$ cat config.mk
export PLATFORM = sky130hd
export DESIGN_NAME = euclidean_distance_sqrt
export DESIGN_NICKNAME = d
export VERILOG_FILES = /design/src/design/eds_pkg.sv /design/src/design/euclidean_distance_sqrt.sv /design/src/design/eds_front.sv /design/src/design/eds_root_cell.sv
export SDC_FILE = /design/constraint.sdc
export NUM_CORES = 2
export LEC_CHECK = 0
export ABC_CLOCK_PERIOD_IN_PS = 26500
export BUFFER_PORTS_ARGS = -buffer_cell sky130_fd_sc_hd__buf_2
export CAP_MARGIN = 0
export CORE_AREA = 10 10 488 490
export DETAILED_ROUTE_END_ITERATION = 12
export DIE_AREA = 0 0 498 500
export PLACE_DENSITY = 0.34
export SYNTH_ARGS = -nofsm -noshare
export SYNTH_HDL_FRONTEND = slang
export SYNTH_SLANG_ARGS = --single-unit
$ cat constraint.sdc
create_clock -name i_clk -period 26.5 [get_ports i_clk]
set_input_delay 1.325 -clock i_clk [delete_from_list [all_inputs] [get_ports i_clk]]
set_output_delay 1.325 -clock i_clk [all_outputs]
set_load 0.05 [all_outputs]
$ cat src/design/eds_pkg.sv
// ============================================================================
// eds_pkg: shared constants for the Euclidean distance block
// Default coordinate width and the fixed width of the distance result.
// ============================================================================
`default_nettype none

package eds_pkg;

    // Default coordinate width in bits, signed Q8.8 at sixteen bits.
    localparam int COORD_WIDTH_DEF = 16;

    // Width of the distance result, unsigned Q9.8.
    localparam int SPAN_WIDTH = 17;

endpackage : eds_pkg

`default_nettype wire

$ cat src/design/euclidean_distance_sqrt.sv
// Path: an accepted word passes through three front stages, one root cell per
// root bit (one cell per digit) and the output register on its way to the
// result word.
// Throughput: one word per cycle while the skid slot is empty.
// Reset: synchronous, active low; clears every valid bit and the output slot.
// ============================================================================
// euclidean_distance_sqrt: distance between two fixed-point points
// Computes floor(sqrt(dx*dx + dy*dy)) with a pipelined chain of root cells,
// followed by an output register with a one-word skid slot.
// ============================================================================
`default_nettype none

module euclidean_distance_sqrt #(
    parameter int COORD_WIDTH = eds_pkg::COORD_WIDTH_DEF
) (
    input  wire logic                                 i_clk,
    input  wire logic                                 i_rst_n,
    input  wire logic                                 i_valid,
    output logic                                      o_stall,
    input  wire logic signed [COORD_WIDTH-1:0]        i_first_x,
    input  wire logic signed [COORD_WIDTH-1:0]        i_first_y,
    input  wire logic signed [COORD_WIDTH-1:0]        i_second_x,
    input  wire logic signed [COORD_WIDTH-1:0]        i_second_y,
    output logic                                      o_valid,
    input  wire logic                                 i_stall,
    output logic [eds_pkg::SPAN_WIDTH-1:0]            o_span_length
);

    localparam int RW = COORD_WIDTH + 1;
    localparam int SW = 2 * RW;
    localparam int OW = eds_pkg::SPAN_WIDTH;

    logic          adv;
    logic          out_take;
    logic          front_valid;
    logic [SW-1:0] front_sum;

    logic          c_valid [0:RW];
    logic [RW:0]   c_rem   [0:RW];
    logic [RW-1:0] c_root  [0:RW];
    logic [SW-1:0] c_rad   [0:RW];

    logic [OW-1:0] new_span;

    logic          r_out_valid;
    logic          r_skid_valid;
    logic [OW-1:0] r_out;
    logic [OW-1:0] r_skid;
    logic          n_out_valid;
    logic          n_skid_valid;
    logic [OW-1:0] n_out;
    logic [OW-1:0] n_skid;

    // The whole pipeline moves unless the skid slot holds a word.
    assign adv      = !r_skid_valid;
    assign out_take = r_out_valid && !i_stall;
    assign o_stall  = r_skid_valid;

    // Difference, square and sum stages.
    eds_front #(
        .COORD_WIDTH (COORD_WIDTH)
    ) u_front (
        .i_clk      (i_clk),
        .i_rst_n    (i_rst_n),
        .i_adv      (adv),
        .i_valid    (i_valid),
        .i_first_x  (i_first_x),
        .i_first_y  (i_first_y),
        .i_second_x (i_second_x),
        .i_second_y (i_second_y),
        .o_valid    (front_valid),
        .o_sum      (front_sum)
    );

    // The first cell starts from an empty root and remainder.
    assign c_valid[0] = front_valid;
    assign c_rem[0]   = '0;
    assign c_root[0]  = '0;
    assign c_rad[0]   = front_sum;

    // One cell per root bit, most significant first.
    for (genvar g = 0; g < RW; g++) begin : g_cell
        eds_root_cell #(
            .RW (RW)
        ) u_cell (
            .i_clk   (i_clk),
            .i_rst_n (i_rst_n),
            .i_adv   (adv),
            .i_valid (c_valid[g]),
            .i_rem   (c_rem[g]),
            .i_root  (c_root[g]),
            .i_rad   (c_rad[g]),
            .o_valid (c_valid[g+1]),
            .o_rem   (c_rem[g+1]),
            .o_root  (c_root[g+1]),
            .o_rad   (c_rad[g+1])
        );
    end

    // The result keeps the low bits of the root, zero-extended when narrower.
    if (RW >= OW) begin : g_span_trim
        assign new_span = c_root[RW][OW-1:0];
    end else begin : g_span_ext
        assign new_span = {{(OW-RW){1'b0}}, c_root[RW]};
    end

    // Output register and skid slot: a word leaving the array goes to the
    // output when it is free or being taken, otherwise to the skid slot.
    always_comb begin
        n_out_valid  = r_out_valid;
        n_skid_valid = r_skid_valid;
        n_out        = r_out;
        n_skid       = r_skid;
        if (r_skid_valid) begin
            if (out_take) begin
                n_out        = r_skid;
                n_skid_valid = 1'b0;
            end
        end else if (c_valid[RW]) begin
            if (!r_out_valid || out_take) begin
                n_out       = new_span;
                n_out_valid = 1'b1;
            end else begin
                n_skid       = new_span;
                n_skid_valid = 1'b1;
            end
        end else if (out_take) begin
            n_out_valid = 1'b0;
        end
    end

    // Output control state.
    always_ff @(posedge i_clk) begin
        if (!i_rst_n) begin
            r_out_valid  <= 1'b0;
            r_skid_valid <= 1'b0;
        end else begin
            r_out_valid  <= n_out_valid;
            r_skid_valid <= n_skid_valid;
        end
    end

    // Output payload.
    always_ff @(posedge i_clk) begin
        r_out  <= n_out;
        r_skid <= n_skid;
    end

    assign o_valid       = r_out_valid;
    assign o_span_length = r_out;

    // The skid slot only ever fills behind a full output register.
    a_skid_behind_out: assert property (@(posedge i_clk) disable iff (!i_rst_n)
        r_skid_valid |-> r_out_valid)
        else $error("skid slot holds a word while the output is empty");

    // The skid slot fills only when a finished word meets a stalled output.
    a_skid_fill_cause: assert property (@(posedge i_clk) disable iff (!i_rst_n)
        $rose(r_skid_valid) |-> $past(c_valid[RW] && r_out_valid && i_stall))
        else $error("skid slot filled without a stalled output");

    // While the skid slot is full the array holds its last word.
    a_array_frozen: assert property (@(posedge i_clk) disable iff (!i_rst_n)
        (r_skid_valid && c_valid[RW]) |=> (c_valid[RW] && $stable(c_root[RW])))
        else $error("root array moved while the skid slot was full");

    // A taken output with a full skid slot is refilled from that slot.
    a_skid_drain: assert property (@(posedge i_clk) disable iff (!i_rst_n)
        (r_skid_valid && !i_stall) |=> (r_out_valid && !r_skid_valid
                                        && r_out == $past(r_skid)))
        else $error("skid slot did not drain into the output register");

endmodule : euclidean_distance_sqrt

`default_nettype wire

$ cat src/design/eds_front.sv
// ============================================================================
// eds_front: difference, square and sum stages
// Forms the coordinate differences, their magnitudes, their exact squares and
// the exact sum of squares over three registered stages.
// ============================================================================
`default_nettype none

module eds_front #(
    parameter int COORD_WIDTH = eds_pkg::COORD_WIDTH_DEF,
    localparam int DW = COORD_WIDTH + 1,
    localparam int SW = 2 * DW
) (
    input  wire logic                          i_clk,
    input  wire logic                          i_rst_n,
    input  wire logic                          i_adv,
    input  wire logic                          i_valid,
    input  wire logic signed [COORD_WIDTH-1:0] i_first_x,
    input  wire logic signed [COORD_WIDTH-1:0] i_first_y,
    input  wire logic signed [COORD_WIDTH-1:0] i_second_x,
    input  wire logic signed [COORD_WIDTH-1:0] i_second_y,
    output logic                               o_valid,
    output logic [SW-1:0]                      o_sum
);

    logic [2:0]    r_valid;
    logic [DW-1:0] r_mag_x;
    logic [DW-1:0] r_mag_y;
    logic [SW-1:0] r_sq_x;
    logic [SW-1:0] r_sq_y;
    logic [SW-1:0] r_sum;

    logic [DW-1:0] n_dx;
    logic [DW-1:0] n_dy;
    logic [DW-1:0] n_mag_x;
    logic [DW-1:0] n_mag_y;
    logic [SW-1:0] n_sq_x;
    logic [SW-1:0] n_sq_y;
    logic [SW-1:0] n_sum;

    // Differences are exact with one extra bit; the magnitude of the most
    // negative difference still fits as an unsigned value.
    always_comb begin
        n_dx    = {i_second_x[COORD_WIDTH-1], i_second_x}
                - {i_first_x[COORD_WIDTH-1], i_first_x};
        n_dy    = {i_second_y[COORD_WIDTH-1], i_second_y}
                - {i_first_y[COORD_WIDTH-1], i_first_y};
        n_mag_x = n_dx[DW-1] ? (~n_dx + DW'(1)) : n_dx;
        n_mag_y = n_dy[DW-1] ? (~n_dy + DW'(1)) : n_dy;
    end

    // One multiplier per axis, each followed by its own register.
    assign n_sq_x = SW'(r_mag_x) * SW'(r_mag_x);
    assign n_sq_y = SW'(r_mag_y) * SW'(r_mag_y);

    // The sum of the two squares cannot overflow the doubled width.
    assign n_sum = r_sq_x + r_sq_y;

    // Stage valid bits.
    always_ff @(posedge i_clk) begin
        if (!i_rst_n) begin
            r_valid <= 3'b000;
        end else if (i_adv) begin
            r_valid <= {r_valid[1:0], i_valid};
        end
    end

    // Stage payload.
    always_ff @(posedge i_clk) begin
        if (i_adv) begin
            r_mag_x <= n_mag_x;
            r_mag_y <= n_mag_y;
            r_sq_x  <= n_sq_x;
            r_sq_y  <= n_sq_y;
            r_sum   <= n_sum;
        end
    end

    assign o_valid = r_valid[2];
    assign o_sum   = r_sum;

endmodule : eds_front

`default_nettype wire

$ cat src/design/eds_root_cell.sv
// ============================================================================
// eds_root_cell: one digit of the square root array
// Brings down the next pair of radicand bits, tries the next root bit and
// hands the partial remainder, partial root and radicand to the next cell.
// ============================================================================
`default_nettype none

module eds_root_cell #(
    parameter int RW = eds_pkg::COORD_WIDTH_DEF + 1,
    localparam int SW = 2 * RW
) (
    input  wire logic          i_clk,
    input  wire logic          i_rst_n,
    input  wire logic          i_adv,
    input  wire logic          i_valid,
    input  wire logic [RW:0]   i_rem,
    input  wire logic [RW-1:0] i_root,
    input  wire logic [SW-1:0] i_rad,
    output logic               o_valid,
    output logic [RW:0]        o_rem,
    output logic [RW-1:0]      o_root,
    output logic [SW-1:0]      o_rad
);

    logic          r_valid;
    logic [RW:0]   r_rem;
    logic [RW-1:0] r_root;
    logic [SW-1:0] r_rad;

    logic [RW+2:0] n_shifted;
    logic [RW+2:0] n_trial;
    logic          n_fits;
    logic [RW+2:0] n_diff;
    logic [RW:0]   n_rem;
    logic [RW-1:0] n_root;

    // Restoring root step: subtract 4*root+1 when the remainder allows it.
    // The remainder never exceeds twice the root, so it fits in RW+1 bits.
    always_comb begin
        n_shifted = {i_rem, i_rad[SW-1 -: 2]};
        n_trial   = {1'b0, i_root, 2'b01};
        n_fits    = (n_shifted >= n_trial);
        n_diff    = n_shifted - n_trial;
        n_rem     = n_fits ? n_diff[RW:0] : n_shifted[RW:0];
        n_root    = {i_root[RW-2:0], n_fits};
    end

    // Valid bit of this cell.
    always_ff @(posedge i_clk) begin
        if (!i_rst_n) begin
            r_valid <= 1'b0;
        end else if (i_adv) begin
            r_valid <= i_valid;
        end
    end

    // Partial results handed on to the next cell.
    always_ff @(posedge i_clk) begin
        if (i_adv) begin
            r_rem  <= n_rem;
            r_root <= n_root;
            r_rad  <= {i_rad[SW-3:0], 2'b00};
        end
    end

    assign o_valid = r_valid;
    assign o_rem   = r_rem;
    assign o_root  = r_root;
    assign o_rad   = r_rad;

endmodule : eds_root_cell

`default_nettype wire

Yosys cells after proc, flatten, opt, wreduce, memory -nomap -nowiden --
Cells that the tools add are included.
Word-level totals: flip-flop bits (word level) 890, latch bits 0, bits in writable memories 0, memory bits (read-only) 0, input bits 68, output and inout port bits 19, word-level logic and storage cells 164, memories 0
Operators by class: $add $sub $neg 21, multiply operators 2, divide/modulo/power cells 0, magnitude comparators 17, equality and inequality tests 2, shift-type cells 0, muxes and demuxes 29, bitwise operators 4, reduce and logical (&&, ||, !) cells 10
Operator list (count):
- $mux W18 | 15
- $mul A17 B17 Y34 | 2
- $mux W17 | 4
- $add A17 B1 Y17 const B | 2
- $add A34 B34 Y34 | 1
- $not A17 Y17 | 2
- $sub A16 B16 Y17 | 2
- $mux W16 | 2
- $ge A20 B10 Y1 | 1
- $ge A20 B11 Y1 | 1
- $ge A20 B12 Y1 | 1
- $ge A20 B13 Y1 | 1
- $ge A20 B14 Y1 | 1
- $ge A20 B15 Y1 | 1
- $ge A20 B16 Y1 | 1
- $ge A20 B17 Y1 | 1
- $ge A20 B18 Y1 | 1
- $ge A20 B3 Y1 | 1
- $ge A20 B4 Y1 | 1
- $ge A20 B5 Y1 | 1
- $ge A20 B6 Y1 | 1
- $ge A20 B7 Y1 | 1
- $ge A20 B8 Y1 | 1
- $ge A20 B9 Y1 | 1
- other kinds (26) | 39

Depth between registers and ports, before layout --
word-level depth 6, gate-level depth with buffers 27, depth with buffers taken out 25

Hierarchy --
A second synthesis with hierarchy kept.
Unflattened totals: cell total of the unflattened synthesis 6784, area total of the unflattened synthesis 82788.2 sq um
Modules (own cells, without submodules):
- eds_root_cell (g_cell[12].u_cell ...) | times used 14, cells an instance 250, area each 3378.2 sq um, sequential area each 2031.9 sq um
- eds_front | times used 1, cells an instance 2472, area each 23941.7 sq um, sequential area each 4083.9 sq um
- eds_root_cell (g_cell[0].u_cell ...) | times used 3, cells an instance 248, area each 3383.2 sq um, sequential area each 2031.9 sq um
- euclidean_distance_sqrt | times used 1, cells an instance 68, area each 1401.3 sq um, sequential area each 1061.0 sq um

Worst setup path after synthesis --
Ideal clock, no wire load.
kind reg-to-reg, start point register r_skid_valid, in the netlist o_stall, end point register r_out[0], in the netlist o_span_length[0], enable pin, library setup time 0.417 ns, data arrival time 19.996 ns, required time 26.083 ns, path slack 6.087 ns, cell stages (with the launch flop) 6, path buffers 2, clock period less this slack 20.413 ns, cell sequence dfxtp_1 clkbuf_1 buf_1 inv_1 nand2_1 a21boi_0
Between the ends: longest elaborated chain between the ends 2, elaborated cells between the ends (all ways) 4, those cells by class 1 x eq/ne; 3 x reduce/logical
RTL lines:
- start: declaration | line euclidean_distance_sqrt.sv:46 | logic r_skid_valid;
- start signal: assignment | line euclidean_distance_sqrt.sv:139 | r_skid_valid <= n_skid_valid;
- $ne A2 B2 Y1 (no source line) / $reduce_bool A2 Y1 (equally long branches)
- $reduce_and A3 Y1 (no source line) (*)
- end signal: assignment | line euclidean_distance_sqrt.sv:145 | r_out <= n_out;
- end: declaration | line euclidean_distance_sqrt.sv:47 | logic [OW-1:0] r_out;
Every way passes the cells marked *; elsewhere a longest branch is shown, timed or not. A chain may end at the register's enable or synchronous reset.

Final worst setup path --
start point register u_front.r_mag_x[2], end point register u_front.r_sq_x[31] (data pin)
Between the ends: longest elaborated chain between the ends 1
RTL lines:
- start: declaration | line eds_front.sv:26 | logic [DW-1:0] r_mag_x;
- start signal: assignment | line eds_front.sv:70 | r_mag_x <= n_mag_x;
- $mul A17 B17 Y34 | line eds_front.sv:52 | assign n_sq_x = SW'(r_mag_x) * SW'(r_mag_x);
- via u_front.n_sq_x[31] | line eds_front.sv:36 | logic [SW-1:0] n_sq_x;
- end signal: assignment | line eds_front.sv:72 | r_sq_x <= n_sq_x;
- end: declaration | line eds_front.sv:28 | logic [SW-1:0] r_sq_x;
The timed path passes the listed nets, and every way through them passes these cells.

==> run_results.csv <==
group,metric,value,unit
cts,cts.sinks,883,
yosys,synth_nets,5766,
sta,max_clock_freq,134,MHz
detailed_routing,drc,0,
yosys,synth.top_cell.area_share,45.5,%
sta,post-route-period-util,28.2,%
cts,root_buffer,"clkbuf_16",
place,dp_cells,7904,
cts,cts_buffers,106,
hold_path,holdPathStages,0,
detailed_routing,drtIter0Drc,1671,
sta,timing.final.max_slew_violations,0,
global_route,grt-ovfl-total,0,
setup_path,critical_path_depth,23,
place,placed_cell_area,0.0609,mm²
yosys,syn_area_per_cell,11.7,µm²
sta,slew_headroom,26.5,%
setup_path,crit_type,"reg2reg",
global_route,grt_pass1_wl,203000,µm
cts,cts_resized,0,
sta,setup_viol,0,
cells_and_area,layout-drive-gt1-share,7.11,%
cells_and_area,final_cell_count_no_fill,8103,
setup_path,crit_buf_inv,5,
detailed_routing,vias_per_cell,4.13,
yosys,synth_cells,4861,
yosys,ys_types,78,
sta,fin_skew,0.0297,ns
setup_path,required,26.97,ns
setup_path,crit_family,"adder cells",
global_route,grt_pass1_vias,36200,
yosys,ys_top_cells_by_area,"edfxtp_1 46%, fa_1 14%, ha_1 9.9%",
yosys,synthMostInstantiatedCell,"edfxtp_1",
setup_path,arrival,7.94,ns
place,port_buffers,86,
place,dp_hpwl,95900,µm
setup_path,critPathMaxStageDelay,0.99,ns
die,die_area,0.249,mm²
cts,post-cts-setup-buffers,0,
setup_path,crit_chain,"nand2_1 > fa_1 > inv_1 > fa_1 > inv_1 > fa_1 > inv_1 > ha_1 > fa_1 > inv_1 > fa_1 > inv_1 > ha_1 > o21a_1 > o211ai_1 > a21oi_1 > o22a_1 > o41ai_1 > nor2b_1 > o221ai_1 > or4_1 > a311o_1 > xnor2_1",
hold_path,hold_path.class,"reg2reg",
status,status,"completed",
cells_and_area,area_delta_synth_final,13.4,%
cts,htreeDepth,3,
setup_path,start_kind,"flop",
sta,rsz0062_at_grt,"false",
die,core,0.229,mm²
global_route,grt_usage,10.1,%
die,start_util,24.8,%
detailed_routing,ant_nets,0,
cts,cts_buffer_depth,3,
cts,path_clk_slew,0.06,ns
yosys,ys_seq_elements,883,
cells_and_area,nets,5891,
yosys,synthesis.area,0.0568,mm²
die,die_height,500,µm
yosys,synthArstFlopShare,0,%
detailed_routing,wl_per_cell,15.5,µm
global_route,antenna_found_initial,4,
job,maxCapViolCount,0,
yosys,synthTopCellsByCount,"861 x edfxtp_1, 820 x inv_1, 451 x ha_1, 386 x fa_1, 350 x nand2_1",
sta,whs,0.407,ns
detailed_routing,via_count,33400,
die,fp.dieW,498,µm
setup_path,cp_max_fo,18,
sta,tns,0,ns
place,gp_congestion,0.751,
die,pin_count,87,
cts,cts_hold_buf,0,
yosys,ys_seq_area_share,46.3,%
global_route,grt_max_degree,167,
sta,hold_viol,0,
setup_path,critical_path.slowest_cell,"edfxtp_1",
cts,cts_tree,"built",
detailed_routing,drt-pass1-iter-count,7,
cells_and_area,fin_area,0.0644,mm²
yosys,synthFlopType,"edfxtp_1",
die,row_count,176,
yosys,yosysTopAreaCell,"edfxtp_1",
yosys,synth-edff-count,861,
cells_and_area,fillers,23800,
detailed_routing,wirelength,125000,µm
yosys,yosysWarningCount,0,
setup_path,end_kind,"flop",
cts,clock_latency,0.74,ns
setup_path,worst-r2r-cell-count,23,
cells_and_area,seq_area,0.0263,mm²
sta,tightestPinTransition,1.09,ns
sta,fin_crit,7.47,ns
cells_and_area,multiInputGateArea,0.0271,mm²
## placed cells by master (no fill, tap or decap), drive strengths merged, types with 27 or more instances in the layout
cell type / count
a21o: 96
a21oi: 197
a31oi: 27
and2: 128
buf: 109
clkbuf: 121
clkinv: 58
edfxtp: 861
fa: 386
ha: 451
inv: 825
mux2: 42
nand2: 351
nand2b: 56
nand3: 43
nand4: 29
nor2: 220
nor2b: 72
nor3: 78
o21a: 63
o21ai: 171
o31ai: 30
xnor2: 234
xor2: 112
## area by class of cell
| type | instances | area share, % |
|---|---|---|
| clock inverters | 77 | 1.16 |
| diodes | 1 | 0.00389 |
| multi-input cells | 3065 | 42.0 |
| inverters | 821 | 4.80 |
| well taps | 3026 | 5.88 |
| flip-flops and latches | 883 | 40.8 |
| repair buffers | 109 | 0.956 |
| clock buffers | 121 | 4.32 |
## registers in the layout, indices dropped and copies added, names as in the netlist
register	cells
g_cell.u_cell.o_valid	17
u_front.r_mag_y	17
u_front.o_sum	34
g_cell.u_cell.o_root	153
g_cell.u_cell.o_rad	272
o_stall	1
u_front.r_valid	3
o_valid	1
u_front.r_sq_x	33
u_front.r_mag_x	17
r_skid	17
g_cell.u_cell.o_rem	268
u_front.r_sq_y	33
o_span_length	17
## per-stage QoR
step | setup WS [ns] | util, %
3_5_place_dp | 18.98 | 26.6
2_1_floorplan | 6.09 | -
6_report | 19.03 | 28.2
3_3_place_gp | 19.13 | 26.6
4_1_cts | 18.93 | 28.2
5_1_grt | 18.60 | 28.2
## layer usage
layer / GRT usage (%) / wire length (µm) / up-vias
met5: 0 / 0 / -
met4: 2.50 / 2820 / 0
met3: 1.61 / 3370 / 148
met2: 18.5 / 64400 / 323
met1: 12.4 / 54800 / 16200
li1: - / - / 16800
## path summary, 6_finish.rpt
kind / start / endpoint / slack [ns]
min reg2reg: g_cell[13].u_cell.o_rad[28]$_DFFE_PN_ / g_cell[14].u_cell.o_rad[30]$_DFFE_PN_ / 0.41
min: g_cell[13].u_cell.o_rad[28]$_DFFE_PN_ / g_cell[14].u_cell.o_rad[30]$_DFFE_PN_ / 0.41
max reg2reg: u_front.r_mag_x[2]$_DFFE_PN_ / u_front.r_sq_x[31]$_DFFE_PN_ / 19.03
max: u_front.r_mag_x[2]$_DFFE_PN_ / u_front.r_sq_x[31]$_DFFE_PN_ / 19.03
## worst register-to-register path, stage by stage, from the launching register on
cell and delay [ns]:
edfxtp_1 0.99, nand2_1 0.24, fa_1 0.59, inv_1 0.05, fa_1 0.47, inv_1 0.05, fa_1 0.49, inv_1 0.04
ha_1 0.31, fa_1 0.54, inv_1 0.06, fa_1 0.59, inv_1 0.06, ha_1 0.37, o21a_1 0.16, o211ai_1 0.12
a21oi_1 0.21, o22a_1 0.15, o41ai_1 0.14, nor2b_1 0.23, o221ai_1 0.27, or4_1 0.65, a311o_1 0.32, xnor2_1 0.12
## cell families after synthesis
kind of cell	count (synthesis)	synth area share [%]
other	1	0.00660
XOR/XNOR	346	5.34
adder cells (fa/ha/maj)	837	23.5
multiplexers	67	1.28
AO/OA/AOI/OAI	705	7.83
AND/OR/NAND/NOR	1109	9.63
flip-flops	883	46.3
buffers and inverters	913	6.06
Power is left out: the tool's default activity adds up to more than one toggle a clock period on the data nets, which glitch-free logic cannot reach.
